## config.mk

```make
export PLATFORM = sky130hd
export DESIGN_NAME = mixed_number_adder
export DESIGN_NICKNAME = d
export VERILOG_FILES = /design/src/sv/mna_pkg.sv /design/src/sv/mna_ctrl.sv /design/src/sv/mna_dp.sv /design/src/sv/mixed_number_adder.sv
export SDC_FILE = /design/constraint.sdc
export NUM_CORES = 2
export LEC_CHECK = 0
export ABC_AREA = 1
export BUFFER_PORTS_ARGS = -buffer_cell sky130_fd_sc_hd__buf_4
export CAP_MARGIN = 10
export CORE_ASPECT_RATIO = 0.75
export CORE_UTILIZATION = 45
export DETAILED_ROUTE_END_ITERATION = 8
export PLACE_DENSITY = 0.59
export SKIP_CTS_REPAIR_TIMING = 1
export SYNTH_ARGS = -nofsm -noshare
export SYNTH_HDL_FRONTEND = slang
export SYNTH_SLANG_ARGS = --single-unit
```

## constraint.sdc

```tcl
create_clock -name clk_i -period 16.8 [get_ports clk_i]
set_input_delay 2.52 -clock clk_i [delete_from_list [all_inputs] [get_ports clk_i]]
set_output_delay 2.52 -clock clk_i [all_outputs]
set_load 0.1 [all_outputs]
```

## src/sv/mna_pkg.sv

```systemverilog
package mna_pkg;

  // Output field widths
  localparam int unsigned WHOLE_W = 33;
  localparam int unsigned NUM_W   = 32;
  localparam int unsigned DEN_W   = 32;

  // Sequencer states
  typedef enum logic [3:0] {
    ST_IDLE,
    ST_MUL0,
    ST_MUL1,
    ST_MUL2,
    ST_PREP,
    ST_RUN,
    ST_INIT2,
    ST_DIV2,
    ST_FIN
  } mna_state_e;

  // Operand pair fed to the shared multiplier
  typedef enum logic [1:0] {
    MUL_AD,  // num_a * den_b
    MUL_BC,  // num_b * den_a
    MUL_DD   // den_a * den_b
  } mna_mul_e;

  // Controller to datapath
  typedef struct packed {
    logic     load;       // latch operands and error flag
    mna_mul_e mul_sel;
    logic     mul_en;
    logic     num_first;  // numerator accumulator takes the first product
    logic     num_add;    // numerator accumulator adds the second product
    logic     prep;       // take magnitudes, start gcd and first division
    logic     run;        // advance gcd and divider
    logic     div2_init;  // start the divisions by the gcd
    logic     out_load;   // capture the result
  } mna_cmd_t;

  // Datapath to controller
  typedef struct packed {
    logic zero_den;
    logic gcd_done;
    logic div_done;
  } mna_sts_t;

endpackage

```

## src/sv/mna_ctrl.sv

```systemverilog
module mna_ctrl (
  input  logic              clk_i,
  input  logic              rst_ni,
  input  logic              in_valid_i,
  output logic              in_ready_o,
  output logic              out_valid_o,
  input  logic              out_ready_i,
  input  mna_pkg::mna_sts_t sts_i,
  output mna_pkg::mna_cmd_t cmd_o
);

  mna_pkg::mna_state_e state_q, state_d;
  logic                out_valid_q, out_valid_d;
  logic                out_room;

  assign out_room = !out_valid_q || out_ready_i;

  // Next state
  always_comb begin
    state_d = state_q;
    case (state_q)
      mna_pkg::ST_IDLE: begin
        if (in_valid_i) begin
          state_d = sts_i.zero_den ? mna_pkg::ST_FIN : mna_pkg::ST_MUL0;
        end
      end
      mna_pkg::ST_MUL0:  state_d = mna_pkg::ST_MUL1;
      mna_pkg::ST_MUL1:  state_d = mna_pkg::ST_MUL2;
      mna_pkg::ST_MUL2:  state_d = mna_pkg::ST_PREP;
      mna_pkg::ST_PREP:  state_d = mna_pkg::ST_RUN;
      mna_pkg::ST_RUN: begin
        if (sts_i.gcd_done && sts_i.div_done) begin
          state_d = mna_pkg::ST_INIT2;
        end
      end
      mna_pkg::ST_INIT2: state_d = mna_pkg::ST_DIV2;
      mna_pkg::ST_DIV2: begin
        if (sts_i.div_done) begin
          state_d = mna_pkg::ST_FIN;
        end
      end
      mna_pkg::ST_FIN: begin
        if (out_room) begin
          state_d = mna_pkg::ST_IDLE;
        end
      end
      default: state_d = mna_pkg::ST_IDLE;
    endcase
  end

  // Commands
  always_comb begin
    cmd_o      = '0;
    cmd_o.mul_sel = mna_pkg::MUL_AD;
    in_ready_o = 1'b0;
    case (state_q)
      mna_pkg::ST_IDLE: begin
        in_ready_o = 1'b1;
        cmd_o.load = in_valid_i;
      end
      mna_pkg::ST_MUL0: begin
        cmd_o.mul_en  = 1'b1;
        cmd_o.mul_sel = mna_pkg::MUL_AD;
      end
      mna_pkg::ST_MUL1: begin
        cmd_o.mul_en    = 1'b1;
        cmd_o.mul_sel   = mna_pkg::MUL_BC;
        cmd_o.num_first = 1'b1;
      end
      mna_pkg::ST_MUL2: begin
        cmd_o.mul_en  = 1'b1;
        cmd_o.mul_sel = mna_pkg::MUL_DD;
        cmd_o.num_add = 1'b1;
      end
      mna_pkg::ST_PREP:  cmd_o.prep = 1'b1;
      mna_pkg::ST_RUN:   cmd_o.run = 1'b1;
      mna_pkg::ST_INIT2: cmd_o.div2_init = 1'b1;
      mna_pkg::ST_DIV2:  cmd_o.run = 1'b1;
      mna_pkg::ST_FIN:   cmd_o.out_load = out_room;
      default: begin
        cmd_o = '0;
      end
    endcase
  end

  // Hold the result valid until taken
  always_comb begin
    out_valid_d = out_valid_q;
    if (cmd_o.out_load) begin
      out_valid_d = 1'b1;
    end else if (out_ready_i) begin
      out_valid_d = 1'b0;
    end
  end

  always_ff @(posedge clk_i or negedge rst_ni) begin
    if (!rst_ni) begin
      state_q     <= mna_pkg::ST_IDLE;
      out_valid_q <= 1'b0;
    end else begin
      state_q     <= state_d;
      out_valid_q <= out_valid_d;
    end
  end

  assign out_valid_o = out_valid_q;

  a_load_sets_valid: assert property (@(posedge clk_i) disable iff (!rst_ni)
    cmd_o.out_load |=> out_valid_q)
    else $error("result captured but not presented");

  a_load_has_room: assert property (@(posedge clk_i) disable iff (!rst_ni)
    cmd_o.out_load |-> (!out_valid_q || out_ready_i))
    else $error("result overwritten before it was taken");

  a_zero_den_skips: assert property (@(posedge clk_i) disable iff (!rst_ni)
    (in_valid_i && in_ready_o && sts_i.zero_den) |=> (state_q == mna_pkg::ST_FIN))
    else $error("zero denominator did not go straight to the result");

  a_gcd_before_div2: assert property (@(posedge clk_i) disable iff (!rst_ni)
    (state_q == mna_pkg::ST_DIV2) |-> sts_i.gcd_done)
    else $error("division by gcd started before gcd finished");

endmodule

```

## src/sv/mna_dp.sv

```systemverilog
module mna_dp #(
  parameter int unsigned FIELD_WIDTH = 16
) (
  input  logic                                 clk_i,
  input  logic                                 rst_ni,
  input  mna_pkg::mna_cmd_t                    cmd_i,
  output mna_pkg::mna_sts_t                    sts_o,
  input  logic signed [FIELD_WIDTH-1:0]        whole_a_i,
  input  logic signed [FIELD_WIDTH-1:0]        num_a_i,
  input  logic signed [FIELD_WIDTH-1:0]        den_a_i,
  input  logic signed [FIELD_WIDTH-1:0]        whole_b_i,
  input  logic signed [FIELD_WIDTH-1:0]        num_b_i,
  input  logic signed [FIELD_WIDTH-1:0]        den_b_i,
  output logic signed [mna_pkg::WHOLE_W-1:0]   whole_sum_o,
  output logic signed [mna_pkg::NUM_W-1:0]     num_sum_o,
  output logic signed [mna_pkg::DEN_W-1:0]     den_sum_o,
  output logic                                 div_error_o
);

  localparam int unsigned FW = FIELD_WIDTH;
  localparam int unsigned PW = 2 * FIELD_WIDTH;
  // Numerator sum width: exact up to 64 bits, wraps modulo 2^64 beyond
  localparam int unsigned NW = (2 * FIELD_WIDTH + 1 > 64) ? 64 : 2 * FIELD_WIDTH + 1;
  localparam int unsigned EW = (NW > mna_pkg::WHOLE_W) ? NW : mna_pkg::WHOLE_W;
  localparam int unsigned KW = $clog2(NW);
  localparam int unsigned CW = $clog2(NW + 1);

  // Operands
  logic signed [FW-1:0] wa_q, na_q, da_q, wb_q, nb_q, db_q;
  logic                 err_q;

  // Multiplier and numerator accumulator
  logic signed [FW-1:0] ma, mb;
  logic signed [PW-1:0] prod;
  logic signed [PW-1:0] p_q;
  logic signed [NW-1:0] p_ext;
  logic signed [NW-1:0] num_q;

  // Magnitudes and signs
  logic [NW-1:0] mag_num, mag_den;
  logic          sn_q, sd_q;
  logic [NW-1:0] md_q;

  // Binary gcd
  logic [NW-1:0] ga_q, gb_q;
  logic [KW-1:0] k_q;
  logic [NW-1:0] gcd_val;

  // Two-lane restoring divider sharing one divisor
  logic [NW-1:0] dq0_q, dq1_q, rm0_q, rm1_q, dsor_q;
  logic [CW-1:0] cnt_q;
  logic [NW:0]   sh0, sh1, df0, df1;
  logic [NW-1:0] q_q;

  // Result
  logic [EW-1:0] wa_e, wb_e, q_e, r_e, d_e, whole_e, num_e, den_e;
  logic [mna_pkg::WHOLE_W-1:0] whole_sum_q;
  logic [mna_pkg::NUM_W-1:0]   num_sum_q;
  logic [mna_pkg::DEN_W-1:0]   den_sum_q;
  logic                        div_error_q;

  assign sts_o.zero_den = (den_a_i == '0) || (den_b_i == '0);
  assign sts_o.gcd_done = (ga_q == '0);
  assign sts_o.div_done = (cnt_q == '0);

  // Latch operands on accept
  always_ff @(posedge clk_i) begin
    if (cmd_i.load) begin
      wa_q  <= whole_a_i;
      na_q  <= num_a_i;
      da_q  <= den_a_i;
      wb_q  <= whole_b_i;
      nb_q  <= num_b_i;
      db_q  <= den_b_i;
      err_q <= sts_o.zero_den;
    end
  end

  // Select multiplier operands
  always_comb begin
    case (cmd_i.mul_sel)
      mna_pkg::MUL_AD: begin
        ma = na_q;
        mb = db_q;
      end
      mna_pkg::MUL_BC: begin
        ma = nb_q;
        mb = da_q;
      end
      mna_pkg::MUL_DD: begin
        ma = da_q;
        mb = db_q;
      end
      default: begin
        ma = da_q;
        mb = db_q;
      end
    endcase
  end

  assign prod  = PW'(ma) * PW'(mb);
  assign p_ext = NW'(p_q);

  // Multiply, then accumulate the cross products
  always_ff @(posedge clk_i) begin
    if (cmd_i.mul_en) begin
      p_q <= prod;
    end
    if (cmd_i.num_first) begin
      num_q <= p_ext;
    end else if (cmd_i.num_add) begin
      num_q <= num_q + p_ext;
    end
  end

  assign mag_num = num_q[NW-1] ? NW'(-num_q) : NW'(num_q);
  assign mag_den = p_ext[NW-1] ? NW'(-p_ext) : NW'(p_ext);
  assign gcd_val = gb_q << k_q;

  // Binary gcd, one step per cycle while run is asserted; done when ga reaches zero
  always_ff @(posedge clk_i) begin
    if (cmd_i.prep) begin
      sn_q <= num_q[NW-1];
      sd_q <= p_ext[NW-1];
      md_q <= mag_den;
      ga_q <= mag_num;
      gb_q <= mag_den;
      k_q  <= '0;
    end else if (cmd_i.run && (ga_q != '0)) begin
      if (!ga_q[0] && !gb_q[0]) begin
        ga_q <= ga_q >> 1;
        gb_q <= gb_q >> 1;
        k_q  <= k_q + KW'(1);
      end else if (!ga_q[0]) begin
        ga_q <= ga_q >> 1;
      end else if (!gb_q[0]) begin
        gb_q <= gb_q >> 1;
      end else if (ga_q >= gb_q) begin
        ga_q <= (ga_q - gb_q) >> 1;
      end else begin
        gb_q <= (gb_q - ga_q) >> 1;
      end
    end
  end

  // Divider trial subtraction for both lanes
  assign sh0 = {rm0_q, dq0_q[NW-1]};
  assign sh1 = {rm1_q, dq1_q[NW-1]};
  assign df0 = sh0 - {1'b0, dsor_q};
  assign df1 = sh1 - {1'b0, dsor_q};

  // First pass: |num| / |den|. Second pass: |den| and remainder by the gcd.
  always_ff @(posedge clk_i or negedge rst_ni) begin
    if (!rst_ni) begin
      cnt_q <= '0;
    end else if (cmd_i.prep || cmd_i.div2_init) begin
      cnt_q <= CW'(NW);
    end else if (cmd_i.run && (cnt_q != '0)) begin
      cnt_q <= cnt_q - CW'(1);
    end
  end

  always_ff @(posedge clk_i) begin
    if (cmd_i.prep) begin
      dq0_q  <= mag_num;
      dq1_q  <= '0;
      rm0_q  <= '0;
      rm1_q  <= '0;
      dsor_q <= mag_den;
    end else if (cmd_i.div2_init) begin
      q_q    <= dq0_q;
      dq0_q  <= md_q;
      dq1_q  <= rm0_q;
      rm0_q  <= '0;
      rm1_q  <= '0;
      dsor_q <= gcd_val;
    end else if (cmd_i.run && (cnt_q != '0)) begin
      if (!df0[NW]) begin
        rm0_q <= df0[NW-1:0];
        dq0_q <= {dq0_q[NW-2:0], 1'b1};
      end else begin
        rm0_q <= sh0[NW-1:0];
        dq0_q <= {dq0_q[NW-2:0], 1'b0};
      end
      if (!df1[NW]) begin
        rm1_q <= df1[NW-1:0];
        dq1_q <= {dq1_q[NW-2:0], 1'b1};
      end else begin
        rm1_q <= sh1[NW-1:0];
        dq1_q <= {dq1_q[NW-2:0], 1'b0};
      end
    end
  end

  // Assemble the signed result
  assign wa_e    = EW'(wa_q);
  assign wb_e    = EW'(wb_q);
  assign q_e     = EW'(q_q);
  assign r_e     = EW'(dq1_q);
  assign d_e     = EW'(dq0_q);
  assign whole_e = wa_e + wb_e + ((sn_q ^ sd_q) ? (EW'(0) - q_e) : q_e);
  assign num_e   = sn_q ? (EW'(0) - r_e) : r_e;
  assign den_e   = sd_q ? (EW'(0) - d_e) : d_e;

  always_ff @(posedge clk_i) begin
    if (cmd_i.out_load) begin
      div_error_q <= err_q;
      if (err_q) begin
        whole_sum_q <= '0;
        num_sum_q   <= '0;
        den_sum_q   <= '0;
      end else begin
        whole_sum_q <= whole_e[mna_pkg::WHOLE_W-1:0];
        num_sum_q   <= num_e[mna_pkg::NUM_W-1:0];
        den_sum_q   <= den_e[mna_pkg::DEN_W-1:0];
      end
    end
  end

  assign whole_sum_o = whole_sum_q;
  assign num_sum_o   = num_sum_q;
  assign den_sum_o   = den_sum_q;
  assign div_error_o = div_error_q;

  a_gcd_b_nonzero: assert property (@(posedge clk_i) disable iff (!rst_ni)
    (cmd_i.run && (ga_q != '0)) |-> (gb_q != '0))
    else $error("gcd operand lost while still reducing");

  a_divisor_nonzero: assert property (@(posedge clk_i) disable iff (!rst_ni)
    (cmd_i.run && (cnt_q != '0)) |-> (dsor_q != '0))
    else $error("divider stepping with zero divisor");

  a_div2_ready: assert property (@(posedge clk_i) disable iff (!rst_ni)
    cmd_i.div2_init |-> ((ga_q == '0) && (cnt_q == '0)))
    else $error("second division started before gcd and quotient were ready");

endmodule

```

## src/sv/mixed_number_adder.sv

```systemverilog
// Items are handled one at a time; NW = 2*FIELD_WIDTH+1 capped at 64 (33 by default) is
// the width of the divider and binary gcd. Gcd and the first division overlap, and the
// next item is taken once the result sits in the output.
// Reset: asynchronous active low, clears the sequencer and output valid; a zero
// denominator skips the arithmetic and goes from accept straight to the result state.
module mixed_number_adder #(
  parameter int unsigned FIELD_WIDTH = 16
) (
  input  logic                               clk_i,
  input  logic                               rst_ni,
  input  logic                               in_valid_i,
  output logic                               in_ready_o,
  input  logic signed [FIELD_WIDTH-1:0]      whole_a_i,
  input  logic signed [FIELD_WIDTH-1:0]      num_a_i,
  input  logic signed [FIELD_WIDTH-1:0]      den_a_i,
  input  logic signed [FIELD_WIDTH-1:0]      whole_b_i,
  input  logic signed [FIELD_WIDTH-1:0]      num_b_i,
  input  logic signed [FIELD_WIDTH-1:0]      den_b_i,
  output logic                               out_valid_o,
  input  logic                               out_ready_i,
  output logic signed [mna_pkg::WHOLE_W-1:0] whole_sum_o,
  output logic signed [mna_pkg::NUM_W-1:0]   num_sum_o,
  output logic signed [mna_pkg::DEN_W-1:0]   den_sum_o,
  output logic                               div_error_o
);

  mna_pkg::mna_cmd_t cmd;
  mna_pkg::mna_sts_t sts;

  // Sequencer
  mna_ctrl u_ctrl (
    .clk_i       (clk_i),
    .rst_ni      (rst_ni),
    .in_valid_i  (in_valid_i),
    .in_ready_o  (in_ready_o),
    .out_valid_o (out_valid_o),
    .out_ready_i (out_ready_i),
    .sts_i       (sts),
    .cmd_o       (cmd)
  );

  // Arithmetic
  mna_dp #(
    .FIELD_WIDTH (FIELD_WIDTH)
  ) u_dp (
    .clk_i       (clk_i),
    .rst_ni      (rst_ni),
    .cmd_i       (cmd),
    .sts_o       (sts),
    .whole_a_i   (whole_a_i),
    .num_a_i     (num_a_i),
    .den_a_i     (den_a_i),
    .whole_b_i   (whole_b_i),
    .num_b_i     (num_b_i),
    .den_b_i     (den_b_i),
    .whole_sum_o (whole_sum_o),
    .num_sum_o   (num_sum_o),
    .den_sum_o   (den_sum_o),
    .div_error_o (div_error_o)
  );

endmodule

```

==> key figures <==
Yosys
  • Synth top cells by count: nand2_1, inv_1, nor2_1
  • Ys Warns: 0
  • Ys async rst share: about 1.9%
  • Netlist Area Pre-Place: about 52000 um^2
  • Cell variety after synth: 62
  • Seq/Total Area, Yosys: a little under a third
  • Post-synth EDFFs: 460
  • Instance count of the mapped netlist: just under 7000
  • Ranking of synthesized cells by area: edfxtp_1, nand2_1, fa_1
  • Main synth FF type: edfxtp_1
  • Top-count cell post-synth: nand2_1
  • Area leader, netlist: edfxtp_1
  • Register bit count reported by yosys: around 580
  • Syn Area/Cell: roughly 7.5 um^2
  • Area share of the largest cell type after synthesis: between 20% and 30%

Clock tree
  • Clk pin slew, worst setup/hold paths: about 0.060 ns
  • CTS Buf Count: slightly below 70
  • CTS tree: built
  • CTS sink count: between 500 and 600
  • CTS H-tree lvls: 3
  • Root Buffer: clkbuf_16
  • Deepest clock path buffer count: 3
  • Clock latency on the worst-skew pair: ~0.69 ns

STA
  • Final hold vios: 0
  • Tmin final: roughly 9.1 ns
  • Slew @ Worst Pin: roughly 1.3 ns
  • Rel. slew slack: around 12%
  • Max-slew violations: 0
  • Max frequency: about 110 MHz
  • RSZ-0062 raised after global routing: false
  • Final period utilization: between 50% and 60%
  • Setup_tns: 0 ns
  • Worst Skew: between 0.02 and 0.025 ns
  • Final Setup Violations: 0

Floorplan
  • Starting density of the core: ~46%
  • Die Ht: between 200 and 300 um
  • Die area: around 120000 um^2
  • FP Rows: about 110
  • Die extent in x: 394 um
  • Boundary pin count: 200
  • CORE AREA: around 110000 um^2

Critical path
  • Crit path largest cell delay: ~0.86 ns
  • CP Launch Type: register
  • Crit-path slowest cell: nor2_8
  • Crit Path Class: reg2reg
  • Req. time, crit path: 17.22 ns
  • Worst Path Buf+Inv: 14
  • Worst Setup End Kind: register
  • Crit path max fanout: 63
  • Crit path DAT: between 9 and 10 ns
  • Cell family with most CP delay: adder cells
  • Crit-path most repeated cell: inv_1

Global route
  • Vias in the first global route: approximately 44000
  • Global-route wire length before repair: 289 mm
  • Antenna violations before repair: 10
  • Total grt overflow: 0
  • Pin count of the biggest net entering global routing: slightly below 80
  • GRT Overall Usage: about 33%

Routing
  • Highest routed layer: met5
  • Final ANT Viol Nets: 0
  • WL final: between 150 and 200 mm
  • Initial drt markers: around 5300
  • Drt first pass iters: 6
  • WL met2: roughly 70 mm
  • Drt via density: 5.52
  • WL met1: roughly 94 mm
  • WL/cell: around 23 um
  • Met3 Wirelength: approximately 27 mm
  • Total number of vias: about 48000
  • DRC: 0

Finish
  • Syn-to-layout area delta: 10.3%
  • Non-Filler Instances: 8683
  • Layout cells sized above 1: 7.14%
  • Final nets: 7771
  • Core Util, Final: between 50% and 60%

Placement
  • # placed instances: 8554
  • Placer Congestion: approximately 1.0
  • HPWL after DPL: ~160 mm
  • IO buf count: approximately 200

Min path
  • HP Class: reg2reg

Outcome
  • Status: completed

Job
  • Max-cap violation count: 0
-- final cells by class --
type,count,area [um^2]
Antenna cell,2,5.00
Inverter,1164,4370
Multi-Input combinational cell,5031,30600
Sequential cell,576,16200
Fill cell,11400,56600
Clock buffer,79,1810
Timing Repair Buffer,259,1940
Clock inverter,46,425
Tap cell,1526,1910
-- worst paths after layout --
check	to	from	slack, ns	cells after the start
max in group asynchronous	u_ctrl.state_q[2]	rst_ni	14.95	1
worst max-delay path	u_dp.p_q[30]	u_ctrl.state_q[3]	7.65	30
worst min register to register	u_dp.q_e[12]	u_dp.d_e[12]	0.46	0
worst max register to register	u_dp.p_q[30]	u_ctrl.state_q[3]	7.65	30
worst min-delay path	u_dp.q_e[12]	u_dp.d_e[12]	0.46	0
min in group asynchronous	u_dp.cnt_q[2]	rst_ni	1.68	1
-- per-stage QoR --
step	instance area, um^2	hold WS (ns)	worst slack, ns
6_report	57300	0.461	7.65
5_1_grt	57300	0.488	7.11
2_1_floorplan	51900	0.426	9.59
3_3_place_gp	55000	0.456	7.93
4_1_cts	57300	0.450	7.75
3_5_place_dp	55000	0.453	7.76
-- kinds of logic after synthesis --
family | after synthesis | share of synthesized area (%)
AND/OR/NAND/NOR | 3177 | 25.3
buffers and inverters | 1335 | 9.94
AO/OA/AOI/OAI | 1076 | 12.4
flip-flops | 576 | 31.2
adder cells (fa/ha/maj) | 571 | 17.6
XOR/XNOR | 186 | 3.14
multiplexers | 19 | 0.373
other | 1 | 0.00722
-- layout by cell type, fill, tap and decap left out, types with 18 or more instances in the layout --
cell type / instances
nand2_1: 1850
o211ai_1: 68
fa_1: 269
clkinv_1: 20
mux2i_1: 18
a21oi_1: 396
xnor2_1: 68
nor4_1: 31
o21a_1: 25
inv_2: 36
dfxtp_1: 104
clkbuf_16: 71
inv_1: 1120
nand3b_1: 26
nor3_1: 80
ha_1: 302
nor2_1: 631
edfxtp_1: 460
xor2_1: 118
nand3_1: 406
buf_4: 258
o21ai_0: 380
nand4_1: 81
or2_2: 19
a22oi_1: 23
o21bai_1: 32
a21o_1: 30
-- routing by layer --
metal  vias up  track usage (%)
met3       211             14.4
met5         -                0
li1      22900                -
met2      2104             42.6
met1     22700             50.6
met4         8             7.13
Power is not shown: default switching activity piles up to over one toggle a cycle in this logic, so the estimate is an artifact.
